<file path="config.mk">
export PLATFORM = sky130hd
export DESIGN_NAME = umsk_queue
export DESIGN_NICKNAME = d
export VERILOG_FILES = /design/src/rtl/umsk_pkg.sv /design/src/rtl/umsk_queue.sv
export SDC_FILE = /design/constraint.sdc
export NUM_CORES = 1
export LEC_CHECK = 0
export ABC_AREA = 0
export BUFFER_PORTS_ARGS = -buffer_cell sky130_fd_sc_hd__buf_2
export CAP_MARGIN = 20
export CORE_ASPECT_RATIO = 1.25
export CORE_MARGIN = 8
export CORE_UTILIZATION = 60
export CTS_CLUSTER_DIAMETER = 50
export DETAILED_ROUTE_END_ITERATION = 10
export GPL_ROUTABILITY_DRIVEN = 0
export HOLD_SLACK_MARGIN = 0.03
export MAX_ROUTING_LAYER = met4
export PLACE_DENSITY_LB_ADDON = 0.12
export SYNTH_ARGS = -nofsm -noshare
export SYNTH_HDL_FRONTEND = slang
export SYNTH_SLANG_ARGS = --single-unit
export TNS_END_PERCENT = 100
</file>
<file path="constraint.sdc">
create_clock -name clk -period 10.42 [get_ports clk]
set_input_delay 1.042 -clock clk [delete_from_list [all_inputs] [get_ports clk]]
set_output_delay 1.042 -clock clk [all_outputs]
set_load 0.01 [all_outputs]
</file>
<file path="src/rtl/umsk_pkg.sv">
// Shared types, constants and pixel math for the 3x3 unsharp mask block.
`default_nettype none

package umsk_pkg;

  localparam int MAX_WIDTH = 1024;
  localparam int COL_W     = $clog2(MAX_WIDTH);
  localparam int ROW_W     = 12;
  localparam int FW_W      = COL_W + 1;
  localparam int PIX_W     = 24;
  localparam int JOB_DEPTH = 4;
  localparam int JOB_PTR_W = $clog2(JOB_DEPTH);
  localparam int JOB_CNT_W = JOB_PTR_W + 1;
  localparam int CFG_IDX_W = 3;
  localparam int CFG_DATA_W = 12;
  localparam int GAIN_W    = 12;
  localparam int OFFS_W    = 10;

  localparam logic [CFG_IDX_W-1:0] REG_FRAME_WIDTH  = 3'd0;
  localparam logic [CFG_IDX_W-1:0] REG_FRAME_HEIGHT = 3'd1;
  localparam logic [CFG_IDX_W-1:0] REG_SOURCE_GAIN  = 3'd2;
  localparam logic [CFG_IDX_W-1:0] REG_BLUR_GAIN    = 3'd3;
  localparam logic [CFG_IDX_W-1:0] REG_OFFSET       = 3'd4;

  localparam logic [FW_W-1:0]   RST_FRAME_WIDTH  = FW_W'(640);
  localparam logic [ROW_W-1:0]  RST_FRAME_HEIGHT = ROW_W'(480);
  localparam logic [GAIN_W-1:0] RST_SOURCE_GAIN  = GAIN_W'(384);
  localparam logic [GAIN_W-1:0] RST_BLUR_GAIN    = 12'hF80;
  localparam logic [OFFS_W-1:0] RST_OFFSET       = '0;

  typedef struct packed {
    logic [7:0] red_in;
    logic [7:0] green_in;
    logic [7:0] blue_in;
  } pix_in_t;

  typedef struct packed {
    logic [7:0]       red_out;
    logic [7:0]       green_out;
    logic [7:0]       blue_out;
    logic [COL_W-1:0] out_col;
    logic [ROW_W-1:0] out_row;
    logic             frame_done;
  } res_out_t;

  typedef struct packed {
    logic signed [GAIN_W-1:0] source_gain;
    logic signed [GAIN_W-1:0] blur_gain;
    logic signed [OFFS_W-1:0] offset;
  } gain_cfg_t;

  // One input pixel's worth of results: bit 0 of en is the interior/left
  // neighbor result, bit 1 the right-edge result of the row above, bit 2
  // the last-row pass-through.
  typedef struct packed {
    logic [2:0]       en;
    logic [COL_W-1:0] col;
    logic [ROW_W-1:0] row;
    logic             last_col;
    logic [PIX_W-1:0] src1;
    logic [PIX_W-1:0] blur1;
    logic [PIX_W-1:0] mid;
    logic [PIX_W-1:0] px;
  } job_t;

  // 1 2 1 / 2 4 2 / 1 2 1 over 16, rounded half up, each channel on its own.
  function automatic logic [PIX_W-1:0] blur_px(
    input logic [PIX_W-1:0] nw, input logic [PIX_W-1:0] n, input logic [PIX_W-1:0] ne,
    input logic [PIX_W-1:0] w,  input logic [PIX_W-1:0] c, input logic [PIX_W-1:0] e,
    input logic [PIX_W-1:0] sw, input logic [PIX_W-1:0] s, input logic [PIX_W-1:0] se
  );
    logic [11:0]      acc;
    logic [PIX_W-1:0] res;
    res = '0;
    for (int k = 0; k < 3; k++) begin
      acc = 12'(nw[8*k +: 8]) + {3'd0, n[8*k +: 8], 1'b0} + 12'(ne[8*k +: 8])
          + {3'd0, w[8*k +: 8], 1'b0} + {2'd0, c[8*k +: 8], 2'd0}
          + {3'd0, e[8*k +: 8], 1'b0}
          + 12'(sw[8*k +: 8]) + {3'd0, s[8*k +: 8], 1'b0} + 12'(se[8*k +: 8])
          + 12'd8;
      res[8*k +: 8] = acc[11:4];
    end
    return res;
  endfunction

endpackage

`default_nettype wire

</file>
<file path="src/rtl/umsk_queue.sv">
// Short job queue between the front end and the weighting back end.
`default_nettype none

module umsk_queue import umsk_pkg::*; (
  input  wire logic clk,
  input  wire logic rst_n,
  input  wire logic push,
  input  wire job_t push_data,
  output logic      full,
  input  wire logic pop,
  output logic      head_valid,
  output job_t      head_data
);

  job_t                 mem [JOB_DEPTH];
  logic [JOB_PTR_W-1:0] wr_ptr_r, wr_ptr_nxt;
  logic [JOB_PTR_W-1:0] rd_ptr_r, rd_ptr_nxt;
  logic [JOB_CNT_W-1:0] count_r, count_nxt;

  assign full       = (count_r == JOB_CNT_W'(JOB_DEPTH));
  assign head_valid = (count_r != '0);
  assign head_data  = mem[rd_ptr_r];

  always_comb begin
    wr_ptr_nxt = push ? wr_ptr_r + JOB_PTR_W'(1) : wr_ptr_r;
    rd_ptr_nxt = pop  ? rd_ptr_r + JOB_PTR_W'(1) : rd_ptr_r;
    count_nxt  = count_r;
    if (push && !pop) count_nxt = count_r + JOB_CNT_W'(1);
    else if (pop && !push) count_nxt = count_r - JOB_CNT_W'(1);
  end

  always_ff @(posedge clk) begin
    if (!rst_n) begin
      wr_ptr_r <= '0;
      rd_ptr_r <= '0;
      count_r  <= '0;
    end else begin
      wr_ptr_r <= wr_ptr_nxt;
      rd_ptr_r <= rd_ptr_nxt;
      count_r  <= count_nxt;
    end
  end

  always_ff @(posedge clk) begin
    if (push) mem[wr_ptr_r] <= push_data;
  end

endmodule

`default_nettype wire

</file>
==> metrics.txt <==
# TYPE chip_impl_metric gauge
chip_impl_metric{name="tritoncts_buffer_count",unit=""} 46
chip_impl_metric{name="synthAdderAreaFrac",unit="%"} 0.457
chip_impl_info{name="worstPathCellList",value="buf_4 -> buf_4 -> mux4_2 -> buf_2"} 1
chip_impl_metric{name="grt_max_degree",unit=""} 77
chip_impl_info{name="worst_setup_path_start_kind",value="flop"} 1
chip_impl_metric{name="yosysWarningCount",unit=""} 0
chip_impl_info{name="cts_tree",value="built"} 1
chip_impl_metric{name="synth.lib_cells_used.distinct",unit=""} 21
chip_impl_info{name="r2r-end",value="mem[2][35]"} 1
chip_impl_metric{name="port-buffer-count",unit=""} 249
chip_impl_metric{name="num_vias",unit=""} 7985
chip_impl_metric{name="h-tree-depth",unit=""} 2
chip_impl_metric{name="tightestPinTransition",unit="ns"} 1.08
chip_impl_metric{name="post-cts-setup-buffers",unit=""} 0
chip_impl_info{name="synth_top_family_by_area",value="multiplexers"} 1
chip_impl_metric{name="ys_seq_elements",unit=""} 497
chip_impl_metric{name="detail_route.wl_per_cell",unit="um"} 24.4
chip_impl_metric{name="power.total",unit="W"} 0.00432
chip_impl_info{name="hold_path_end",value="count_r[2]"} 1
chip_impl_metric{name="ctsHoldBuffers",unit=""} 0
chip_impl_metric{name="worst-endpoint-arrival",unit="ns"} 3.87
chip_impl_metric{name="dieArea",unit="um^2"} 36000
chip_impl_metric{name="max_freq",unit="GHz"} 0.204
chip_impl_metric{name="hold_violations",unit=""} 0
chip_impl_metric{name="clk_path_buf_depth",unit=""} 3
chip_impl_metric{name="fin_util",unit="%"} 71.0
chip_impl_metric{name="dp_hpwl",unit="um"} 21600
chip_impl_info{name="timing.setup.critical_path_class",value="reg2out"} 1
chip_impl_info{name="cts-root-buf",value="clkbuf_16"} 1
chip_impl_info{name="crit_path_end_kind",value="output pin"} 1
chip_impl_metric{name="rrSetupSlack",unit="ns"} 7.59
chip_impl_metric{name="drc",unit=""} 0
chip_impl_metric{name="row_count",unit=""} 71
chip_impl_metric{name="worstSkewPairLatency",unit="ns"} 0.55
chip_impl_metric{name="core_region_area",unit="um^2"} 29800
chip_impl_info{name="crit_slowest_cell",value="dfxtp_4"} 1
chip_impl_metric{name="die_w",unit="um"} 171
chip_impl_metric{name="vdd_ir_drop_max",unit="mV"} 0.166
chip_impl_metric{name="synth-compound-area-share",unit="%"} 0.0692
chip_impl_metric{name="period_share",unit="%"} 47.1
chip_impl_metric{name="nNetsFinal",unit=""} 1092
chip_impl_metric{name="finalCriticalPeriod",unit="ns"} 4.91
chip_impl_metric{name="power.leakage",unit="nW"} 7.11
chip_impl_metric{name="io_pins",unit=""} 250
chip_impl_info{name="critPathMostFrequentCell",value="buf_4"} 1
chip_impl_info{name="timing.rr.start",value="wr_ptr_r[0]"} 1
chip_impl_metric{name="final_layout_size_suffix_gt1_share",unit="%"} 45.1
chip_impl_metric{name="cts-resized-gates",unit=""} 0
chip_impl_metric{name="netlist_instances",unit=""} 681
chip_impl_metric{name="ant_nets",unit=""} 0
chip_impl_info{name="layout_commonest_cell",value="edfxtp_1"} 1
chip_impl_metric{name="drt_iter0_drc",unit=""} 617
chip_impl_info{name="hp-class",value="reg2reg"} 1
chip_impl_metric{name="pwr_density_cell",unit="nW/um^2"} 204
chip_impl_metric{name="totalNegativeSetupSlack",unit="ns"} 0
chip_impl_metric{name="crit_fanout",unit=""} 46
chip_impl_metric{name="setup_slack",unit="ns"} 5.51
chip_impl_info{name="rsz0062_at_grt",value="no"} 1
chip_impl_info{name="run_status",value="complete, no violations"} 1
chip_impl_metric{name="first_global_vias",unit=""} 8763
chip_impl_metric{name="initial_utilization",unit="%"} 60.6
chip_impl_metric{name="min_path_cells",unit=""} 2
chip_impl_metric{name="post_synth_mux_area_share",unit="%"} 15.3
chip_impl_metric{name="reg2regPathDepth",unit=""} 5
chip_impl_metric{name="avgViaCountPerCell",unit=""} 5.68
chip_impl_metric{name="instances_no_fill",unit=""} 1407
chip_impl_metric{name="finClkSkew",unit="ns"} 0.0160
chip_impl_metric{name="cp.required",unit="ns"} 9.38
chip_impl_metric{name="max_stage_delay",unit="ns"} 0.85
chip_impl_info{name="holdCritStartpoint",value="count_r[2]"} 1
chip_impl_metric{name="synth-simple-area-share",unit="%"} 0.512
chip_impl_metric{name="seq_area_frac_synth",unit="%"} 82.0
chip_impl_metric{name="postSynthNetCount",unit=""} 813
chip_impl_metric{name="clock_sinks",unit=""} 497
chip_impl_metric{name="avgSynthCellArea",unit="um^2"} 26.6
chip_impl_metric{name="track_usage",unit="%"} 19.9
chip_impl_metric{name="syn-cell-area",unit="um^2"} 18100
chip_impl_metric{name="final-setup-viol-count",unit=""} 0
chip_impl_metric{name="number_of_antenna_violations_at_the_first_check_in_global_routing",unit=""} 10
chip_impl_metric{name="clk_transition_reported_paths",unit="ns"} 0.06
chip_impl_metric{name="slew-limit-headroom",unit="%"} 27.9
chip_impl_metric{name="detailedPlace.worstSlack",unit="ns"} 5.91
chip_impl_metric{name="wire_length_of_the_first_global_routing_pass",unit="um"} 51600
chip_impl_metric{name="synthXorXnorAreaFrac",unit="%"} 0.242
chip_impl_metric{name="maxSlewViolCount",unit=""} 0
chip_impl_metric{name="routed_wl",unit="um"} 34300
chip_impl_metric{name="placed_insts",unit=""} 1311
chip_impl_metric{name="max_cap_viols",unit=""} 0
chip_impl_metric{name="grt_overflow_total",unit=""} 0
chip_impl_info{name="mostFrequentLayoutCells",value="edfxtp_1, buf_2, mux4_2, clkbuf_16, clkbuf_1"} 1
chip_impl_metric{name="syn_to_final_growth",unit="%"} 17.2
chip_impl_metric{name="die_h",unit="um"} 210
chip_impl_metric{name="number_of_iterations_in_the_first_detailed_routing_pass",unit=""} 4
[layout make-up]
| class | count | area, um^2 |
|---|---|---|
| Tap cell | 401 | 502 |
| Timing Repair Buffer | 259 | 1360 |
| Multi-Input combinational cell | 152 | 3010 |
| Antenna cell | 12 | 30.0 |
| Sequential cell | 497 | 14800 |
| Clock buffer | 64 | 1300 |
| Clock inverter | 18 | 133 |
| Fill cell | 1817 | 8650 |
| Inverter | 4 | 15.0 |
[metal layers]
metal | GRT usage, % | part of all wire [%] | vias to the layer above
met2 | 32.8 | 52 | 260
met3 | 6.03 | 8.4 | 52
met4 | 6.31 | 2.0 | 0
met5 | - | 0 | -
met1 | 23.4 | 38 | 4154
li1 | - | - | 3519
[report_power, final]
part | total (W) | switching, W | leakage (nW) | internal [W]
combinational | 0.000401 | 0.000214 | 1.85 | 0.000187
clock | 0.00158 | 0.000659 | 0.702 | 0.000919
sequential | 0.00234 | 0.0000389 | 4.56 | 0.00230
total | 0.00432 | 0.000912 | 7.11 | 0.00340
[state kept, by name, indices dropped and copies added, names as in the netlist, named ones only]
name      flops
rd_ptr_r      2
wr_ptr_r      2
count_r       3
mem         488
[worst max path at each step]
stage               from             to  slack (ns)  depth (start not counted)
global route        flop  head_data[21]        5.11                          4
finish              flop  head_data[21]        5.51                          4
detailed placement  flop  head_data[21]        5.91                          4
global placement    flop  head_data[21]        5.91                          4
floorplan           push      mem[0][0]        6.08                          1
CTS                 flop  head_data[21]        5.31                          4
[Yosys cell counts (all sizes together)]
master / n / share of area, %
or3: 2 / 0.069
nand2: 1 / 0.021
buf: 25 / 1.3
nor2b: 2 / 0.069
o21ai: 1 / 0.028
ha: 5 / 0.35
edfxtp: 488 / 81
nor3b: 1 / 0.042
xor2: 3 / 0.15
a21boi: 1 / 0.042
mux2i: 2 / 0.11
inv: 4 / 0.083
clkbuf: 3 / 0.062
xnor2: 2 / 0.097
mux4: 122 / 15
fa: 1 / 0.11
and2: 9 / 0.31
dfxtp: 9 / 1.0
[worst max-delay path: cells and delay by family, from the launching register on]
| kind | cells | cell delay, ns |
|---|---|---|
| mux | 1 | 0.63 |
| buf+inv | 3 | 1.72 |
| flops | 1 | 0.85 |
[kinds of logic (layout without fill, tap and decap cells)]
family,Yosys count,after routing
fa+ha+maj,6,6
simple gates,15,15
flops,497,497
xor+xnor,5,5
other cells,0,12
compound gates,2,2
mux,124,124
buf+inv,32,345
[stage by stage]
stage | cell area, um^2 | hold WS, ns
2_1_floorplan | 18100 | 0.467
6_report | 21200 | 0.553
4_1_cts | 21100 | 0.543
5_1_grt | 21200 | 0.579
3_3_place_gp | 19700 | 0.478
3_5_place_dp | 19700 | 0.531
No activity file was read; power rests on OpenSTA's default activity.
