--- config.mk ---
export PLATFORM = sky130hd
export DESIGN_NAME = umsk_back
export DESIGN_NICKNAME = d
export VERILOG_FILES = /design/src/rtl/umsk_pkg.sv /design/src/rtl/umsk_back.sv
export SDC_FILE = /design/constraint.sdc
export NUM_CORES = 2
export LEC_CHECK = 0
export BUFFER_PORTS_ARGS = -buffer_cell sky130_fd_sc_hd__buf_2
export CAP_MARGIN = 20
export CORE_UTILIZATION = 30
export CTS_CLUSTER_DIAMETER = 40
export DETAILED_ROUTE_END_ITERATION = 7
export RECOVER_POWER = 100
export SLEW_MARGIN = 10
export SYNTH_ARGS = -nofsm -noshare
export SYNTH_HDL_FRONTEND = slang
export SYNTH_SLANG_ARGS = --single-unit
export TNS_END_PERCENT = 5
--- constraint.sdc ---
create_clock -name clk -period 12.1 [get_ports clk]
set_input_delay 1.21 -clock clk [delete_from_list [all_inputs] [get_ports clk]]
set_output_delay 1.21 -clock clk [all_outputs]
set_load 0.01 [all_outputs]
--- src/rtl/umsk_pkg.sv ---
// Shared types, constants and pixel math for the 3x3 unsharp mask block.
`default_nettype none

package umsk_pkg;

  localparam int MAX_WIDTH = 1024;
  localparam int COL_W     = $clog2(MAX_WIDTH);
  localparam int ROW_W     = 12;
  localparam int FW_W      = COL_W + 1;
  localparam int PIX_W     = 24;
  localparam int JOB_DEPTH = 4;
  localparam int JOB_PTR_W = $clog2(JOB_DEPTH);
  localparam int JOB_CNT_W = JOB_PTR_W + 1;
  localparam int CFG_IDX_W = 3;
  localparam int CFG_DATA_W = 12;
  localparam int GAIN_W    = 12;
  localparam int OFFS_W    = 10;

  localparam logic [CFG_IDX_W-1:0] REG_FRAME_WIDTH  = 3'd0;
  localparam logic [CFG_IDX_W-1:0] REG_FRAME_HEIGHT = 3'd1;
  localparam logic [CFG_IDX_W-1:0] REG_SOURCE_GAIN  = 3'd2;
  localparam logic [CFG_IDX_W-1:0] REG_BLUR_GAIN    = 3'd3;
  localparam logic [CFG_IDX_W-1:0] REG_OFFSET       = 3'd4;

  localparam logic [FW_W-1:0]   RST_FRAME_WIDTH  = FW_W'(640);
  localparam logic [ROW_W-1:0]  RST_FRAME_HEIGHT = ROW_W'(480);
  localparam logic [GAIN_W-1:0] RST_SOURCE_GAIN  = GAIN_W'(384);
  localparam logic [GAIN_W-1:0] RST_BLUR_GAIN    = 12'hF80;
  localparam logic [OFFS_W-1:0] RST_OFFSET       = '0;

  typedef struct packed {
    logic [7:0] red_in;
    logic [7:0] green_in;
    logic [7:0] blue_in;
  } pix_in_t;

  typedef struct packed {
    logic [7:0]       red_out;
    logic [7:0]       green_out;
    logic [7:0]       blue_out;
    logic [COL_W-1:0] out_col;
    logic [ROW_W-1:0] out_row;
    logic             frame_done;
  } res_out_t;

  typedef struct packed {
    logic signed [GAIN_W-1:0] source_gain;
    logic signed [GAIN_W-1:0] blur_gain;
    logic signed [OFFS_W-1:0] offset;
  } gain_cfg_t;

  // One input pixel's worth of results: bit 0 of en is the interior/left
  // neighbor result, bit 1 the right-edge result of the row above, bit 2
  // the last-row pass-through.
  typedef struct packed {
    logic [2:0]       en;
    logic [COL_W-1:0] col;
    logic [ROW_W-1:0] row;
    logic             last_col;
    logic [PIX_W-1:0] src1;
    logic [PIX_W-1:0] blur1;
    logic [PIX_W-1:0] mid;
    logic [PIX_W-1:0] px;
  } job_t;

  // 1 2 1 / 2 4 2 / 1 2 1 over 16, rounded half up, each channel on its own.
  function automatic logic [PIX_W-1:0] blur_px(
    input logic [PIX_W-1:0] nw, input logic [PIX_W-1:0] n, input logic [PIX_W-1:0] ne,
    input logic [PIX_W-1:0] w,  input logic [PIX_W-1:0] c, input logic [PIX_W-1:0] e,
    input logic [PIX_W-1:0] sw, input logic [PIX_W-1:0] s, input logic [PIX_W-1:0] se
  );
    logic [11:0]      acc;
    logic [PIX_W-1:0] res;
    res = '0;
    for (int k = 0; k < 3; k++) begin
      acc = 12'(nw[8*k +: 8]) + {3'd0, n[8*k +: 8], 1'b0} + 12'(ne[8*k +: 8])
          + {3'd0, w[8*k +: 8], 1'b0} + {2'd0, c[8*k +: 8], 2'd0}
          + {3'd0, e[8*k +: 8], 1'b0}
          + 12'(sw[8*k +: 8]) + {3'd0, s[8*k +: 8], 1'b0} + 12'(se[8*k +: 8])
          + 12'd8;
      res[8*k +: 8] = acc[11:4];
    end
    return res;
  endfunction

endpackage

`default_nettype wire

--- src/rtl/umsk_back.sv ---
// Back end: unpack jobs into results, weight, round, saturate, output register.
`default_nettype none

module umsk_back import umsk_pkg::*; (
  input  wire logic      clk,
  input  wire logic      rst_n,
  input  wire gain_cfg_t gains,
  input  wire logic      head_valid,
  input  wire job_t      head_data,
  output logic           pop,
  output logic           out_valid,
  input  wire logic      out_stall,
  output res_out_t       out_word
);

  logic [2:0]       used_r, used_nxt;
  logic [2:0]       rem, pick;
  logic [PIX_W-1:0] sel_src, sel_blur;
  logic [COL_W-1:0] sel_col;
  logic [ROW_W-1:0] sel_row;
  logic             sel_done;
  logic             load_p, p_move;

  logic                     p_valid_r, p_valid_nxt;
  logic signed [20:0]       p_pa_r [3];
  logic signed [20:0]       p_pb_r [3];
  logic [COL_W-1:0]         p_col_r;
  logic [ROW_W-1:0]         p_row_r;
  logic                     p_done_r;

  logic                     out_valid_r, out_valid_nxt;
  res_out_t                 out_word_r;
  logic signed [22:0]       t [3];
  logic [7:0]               q [3];

  // Pick the next pending result of the head job, in schedule order.
  always_comb begin
    rem      = head_data.en & ~used_r;
    pick     = 3'b100;
    sel_src  = head_data.px;
    sel_blur = head_data.px;
    sel_col  = head_data.col;
    sel_row  = head_data.row;
    sel_done = head_data.last_col;
    priority if (rem[0]) begin
      pick     = 3'b001;
      sel_src  = head_data.src1;
      sel_blur = head_data.blur1;
      sel_col  = head_data.col - COL_W'(1);
      sel_row  = head_data.row - ROW_W'(1);
      sel_done = 1'b0;
    end else if (rem[1]) begin
      pick     = 3'b010;
      sel_src  = head_data.mid;
      sel_blur = head_data.mid;
      sel_row  = head_data.row - ROW_W'(1);
      sel_done = 1'b0;
    end else begin
      pick     = 3'b100;
    end
  end

  assign p_move = p_valid_r && (!out_valid_r || !out_stall);
  assign load_p = head_valid && (!p_valid_r || p_move);
  assign pop    = load_p && ((rem & ~pick) == 3'b000);

  always_comb begin
    used_nxt = used_r;
    if (load_p) used_nxt = pop ? 3'b000 : (used_r | pick);
    p_valid_nxt = p_valid_r;
    if (load_p) p_valid_nxt = 1'b1;
    else if (p_move) p_valid_nxt = 1'b0;
    out_valid_nxt = out_valid_r;
    if (p_move) out_valid_nxt = 1'b1;
    else if (!out_stall) out_valid_nxt = 1'b0;
  end

  always_ff @(posedge clk) begin
    if (!rst_n) begin
      used_r      <= '0;
      p_valid_r   <= 1'b0;
      out_valid_r <= 1'b0;
    end else begin
      used_r      <= used_nxt;
      p_valid_r   <= p_valid_nxt;
      out_valid_r <= out_valid_nxt;
    end
  end

  // Product stage: two 12x9 signed multiplies per channel.
  always_ff @(posedge clk) begin
    if (load_p) begin
      for (int k = 0; k < 3; k++) begin
        p_pa_r[k] <= gains.source_gain * $signed({1'b0, sel_src[8*k +: 8]});
        p_pb_r[k] <= gains.blur_gain * $signed({1'b0, sel_blur[8*k +: 8]});
      end
      p_col_r  <= sel_col;
      p_row_r  <= sel_row;
      p_done_r <= sel_done;
    end
  end

  // Sum, round half up, saturate to 0..255.
  always_comb begin
    for (int k = 0; k < 3; k++) begin
      t[k] = {{2{p_pa_r[k][20]}}, p_pa_r[k]} + {{2{p_pb_r[k][20]}}, p_pb_r[k]}
           + {{5{gains.offset[OFFS_W-1]}}, gains.offset, 8'd0} + 23'sd128;
      if (t[k][22]) q[k] = 8'd0;
      else if (t[k][21:16] != '0) q[k] = 8'd255;
      else q[k] = t[k][15:8];
    end
  end

  always_ff @(posedge clk) begin
    if (p_move) begin
      out_word_r.red_out    <= q[2];
      out_word_r.green_out  <= q[1];
      out_word_r.blue_out   <= q[0];
      out_word_r.out_col    <= p_col_r;
      out_word_r.out_row    <= p_row_r;
      out_word_r.frame_done <= p_done_r;
    end
  end

  assign out_valid = out_valid_r;
  assign out_word  = out_word_r;

endmodule

`default_nettype wire

==> flow_metrics.env <==
export IMPL_placed_cells=4938
export IMPL_rsz0062_at_grt="false"
export IMPL_fin_setup_tns_ns=0
export IMPL_die_h_microns=329
export IMPL_critPathLaunch="head_data[120]"
export IMPL_core_sq_um=106000
export IMPL_globalplace_congestion=0.852
export IMPL_drive_gt1_frac=0.0679
export IMPL_timing_final_crit_share=0.726
export IMPL_synth_fp_nets=4428
export IMPL_hpwl_microns=69200
export IMPL_layout_area_overhead_vs_synth_pct=11.0
export IMPL_final_cell_area_sq_um=35500
export IMPL_setup_viol=0
export IMPL_rows=119
export IMPL_cp_start_kind="input port"
export IMPL_die_w_microns=329
export IMPL_dieArea_sq_um=108000
export IMPL_maxCapViolations=6
export IMPL_status="complete, but fails checks"
export IMPL_maxSlewViolCount=261
export IMPL_layout_min_cycle_time_ns=8.79
export IMPL_drt_initial_drc_count=1314
export IMPL_vias=22900
export IMPL_yosys_warnings=0
export IMPL_wl_met1_microns=37500
export IMPL_synth_edf_count=196
export IMPL_clkTransAtPathRegs_ns=0.06
export IMPL_register_area_sq_um=5990
export IMPL_cts_buffer_depth=3
export IMPL_port_buffers=208
export IMPL_cts_max_level=1
export IMPL_cts_tree="built"
export IMPL_avgSynthCellArea_sq_um=9.34
export IMPL_ys_flop_type="edfxtp_1"
export IMPL_multi_input_area_sq_um=22500
export IMPL_rr_startpoint="used_r[1]$_SDFFE_PN0P_"
export IMPL_pre_cts_ws_ns=3.98
export IMPL_seq_area_frac_synth=0.187
export IMPL_ant_nets=0
export IMPL_synthCells=3426
export IMPL_postCtsHoldBufs=0
export IMPL_initial_core_util=0.303
export IMPL_synth_seq_cells=201
export IMPL_wl_microns=83800
export IMPL_setup_ws_ns=3.31
export IMPL_worst_slew_pin_slew_ns=3.83
export IMPL_drc=84
export IMPL_cts_buffers=31
export IMPL_grt_max_degree=71
export IMPL_antenna_found_initial=14
export IMPL_r2r_end="p_pa_r[0][40]$_DFFE_PP_"
export IMPL_grt_total_usage=0.159
export IMPL_reg2regPathDepth=21
export IMPL_netlist_area_sq_um=32000
export IMPL_relSlewSlack=-1.56
export IMPL_cts_setup_buffers=0
export IMPL_r2r_setup_slack_ns=3.73
export IMPL_violations="DRC, capacitance limit, slew limit"
export IMPL_stdcell_count=5006
export IMPL_wl_per_cell_microns=16.7
export IMPL_crit_end="p_pa_r[0][40]$_DFFE_PP_"
export IMPL_required_ns=12.45
export IMPL_worstPathArrival_ns=9.14
export IMPL_grt_pass1_vias=24000
export IMPL_crit_type="input port to register"
export IMPL_top_layer="met5"
export IMPL_grt_pass1_wl_microns=133000
export IMPL_grt_overflow=0
export IMPL_fmax_mhz=114
export IMPL_wl_met3_microns=6540
export IMPL_synth_cell_types=67
export IMPL_post_cts_resized=0
export IMPL_cp_end_kind="register"
export IMPL_firstDrtPassIters=7
export IMPL_cp_max_fo=25
export IMPL_clk_latency_ns=0.61
export IMPL_async_reset_ff_frac=0
export IMPL_postPlaceCellArea_sq_um=34600
export IMPL_root_buffer="clkbuf_16"
export IMPL_nets=4586
export IMPL_ios=209
export IMPL_vias_per_cell=4.58
export IMPL_wl_met2_microns=37300
export IMPL_skew_ns=0.0222
export IMPL_hold_viol_final=0
export IMPL_fillers=10900
export IMPL_worst_hold_path_type="register to register"
export IMPL_cts_sinks=201
==> layout by cell type (no fill, tap or decap), types with 9 or more instances in the layout <==
cell type	n
o21bai_1	18
nor3_1	33
clkbuf_1	60
o21ai_0	40
nand3_1	18
xor2_1	50
nor2_1	168
and2_1	255
o31ai_1	9
edfxtp_1	196
nand2_1	415
a21oi_1	105
inv_1	805
clkbuf_16	31
a21o_1	32
buf_2	154
or3_1	10
nand2b_1	13
buf_4	22
nor2b_1	10
ha_1	335
inv_6	9
fa_1	507
a31oi_1	22
nand4_1	13
and2_0	18
xnor2_1	106
and3_1	26
o21a_1	18
==> synthesized netlist by cell type (all sizes together) (3+ instances only) <==
library cell | instances | share of area
dfxtp | 5 | 0.0031
a211oi | 5 | 0.0012
a31oi | 22 | 0.0043
or3 | 10 | 0.0020
nor2 | 168 | 0.020
a2111oi | 7 | 0.0023
nand2b | 13 | 0.0025
o21ai | 43 | 0.0067
nand2 | 415 | 0.049
nand3 | 18 | 0.0028
ha | 335 | 0.13
a21o | 32 | 0.0075
clkbuf | 111 | 0.013
nor4 | 7 | 0.0016
o211ai | 4 | 0.00094
or2 | 5 | 0.00098
and2 | 273 | 0.053
inv | 805 | 0.094
o21bai | 18 | 0.0042
a21oi | 106 | 0.017
xor2 | 50 | 0.014
edfxtp | 196 | 0.18
fa | 507 | 0.32
o21a | 18 | 0.0042
and3 | 26 | 0.0051
a211o | 5 | 0.0014
nor2b | 10 | 0.0020
nand4 | 13 | 0.0025
or4 | 3 | 0.00070
a21boi | 5 | 0.0012
o41ai | 9 | 0.0042
xnor2 | 106 | 0.029
nor3 | 33 | 0.0055
o22ai | 3 | 0.00059
o31ai | 9 | 0.0025
==> per-layer routing <==
| metal | up-vias | track usage |
|---|---|---|
| met5 | - | 0 |
| met4 | 16 | 0.0385 |
| met3 | 118 | 0.0340 |
| met2 | 635 | 0.257 |
| met1 | 11300 | 0.215 |
| li1 | 10900 | - |
==> worst min-delay path by stage <==
stage                            from                      to  slack (ns)  cells past startpoint
2_1_floorplan  p_done_r$_SDFFCE_PN0P_   out_word[0]$_DFFE_PP_        0.40                      0
3_3_place_gp     p_row_r[9]$_DFFE_PP_  out_word[10]$_DFFE_PP_        0.40                      0
3_5_place_dp     p_col_r[0]$_DFFE_PP_  out_word[13]$_DFFE_PP_        0.40                      0
4_1_cts          p_col_r[5]$_DFFE_PP_  out_word[18]$_DFFE_PP_        0.42                      0
5_1_grt         p_row_r[10]$_DFFE_PP_  out_word[11]$_DFFE_PP_        0.43                      0
6_report         p_col_r[0]$_DFFE_PP_  out_word[13]$_DFFE_PP_        0.42                      0
==> layout make-up <==
class | count | share of cell area
Clock buffer | 36 | 0.0232
Multi-Input combinational cell | 2308 | 0.633
Timing Repair Buffer | 237 | 0.0334
Clock inverter | 21 | 0.00698
Tap cell | 1391 | 0.0490
Antenna cell | 7 | 0.000493
Sequential cell | 201 | 0.169
Inverter | 805 | 0.0851
==> metrics by stage <==
stage / util / hold WS (ns)
finish: 0.336 / 0.417
global route: 0.336 / 0.427
CTS: 0.338 / 0.419
detailed placement: 0.328 / 0.405
global placement: 0.327 / 0.401
floorplan: - / 0.400
==> registers in the layout, indices dropped and copies added, names as in the netlist <==
register / cells
used_r: 3
p_pb_r: 63
p_pa_r: 63
p_col_r: 10
out_word: 47
p_row_r: 12
p_done_r: 1
out_valid: 1
p_valid_r: 1
==> critical path, stage by stage <==
cell and delay, ns:
clkbuf_1 0.12, nor2b_1 2.00, nand2_1 0.11, and3_1 0.30, nor2_1 0.85, nand2_1 0.21, fa_1 0.58, inv_1 0.05
fa_1 0.45, ha_1 0.29, inv_1 0.05, fa_1 0.48, inv_1 0.06, ha_1 0.26, a21o_1 0.18, a21oi_1 0.26
nor2b_1 0.08, o21a_1 0.20, o41ai_1 0.70, o31ai_1 0.19, o41a_1 0.36, xor2_1 0.15
==> cell families (layout without fill, tap and decap cells) <==
logic type	count (synthesis)	after routing	share of synthesized area
AOI/OAI and AO/OA	309	309	0.0647
xor gates and xnor gates	156	156	0.0429
adders and majority gates	842	842	0.448
buffers and inverters	917	1099	0.108
DFF	201	201	0.187
muxes	2	2	0.000626
other	0	7	0
and+or+nand+nor	999	999	0.149
Power is not shown: default switching activity piles up to over one toggle a cycle in this logic, so the estimate is an artifact.
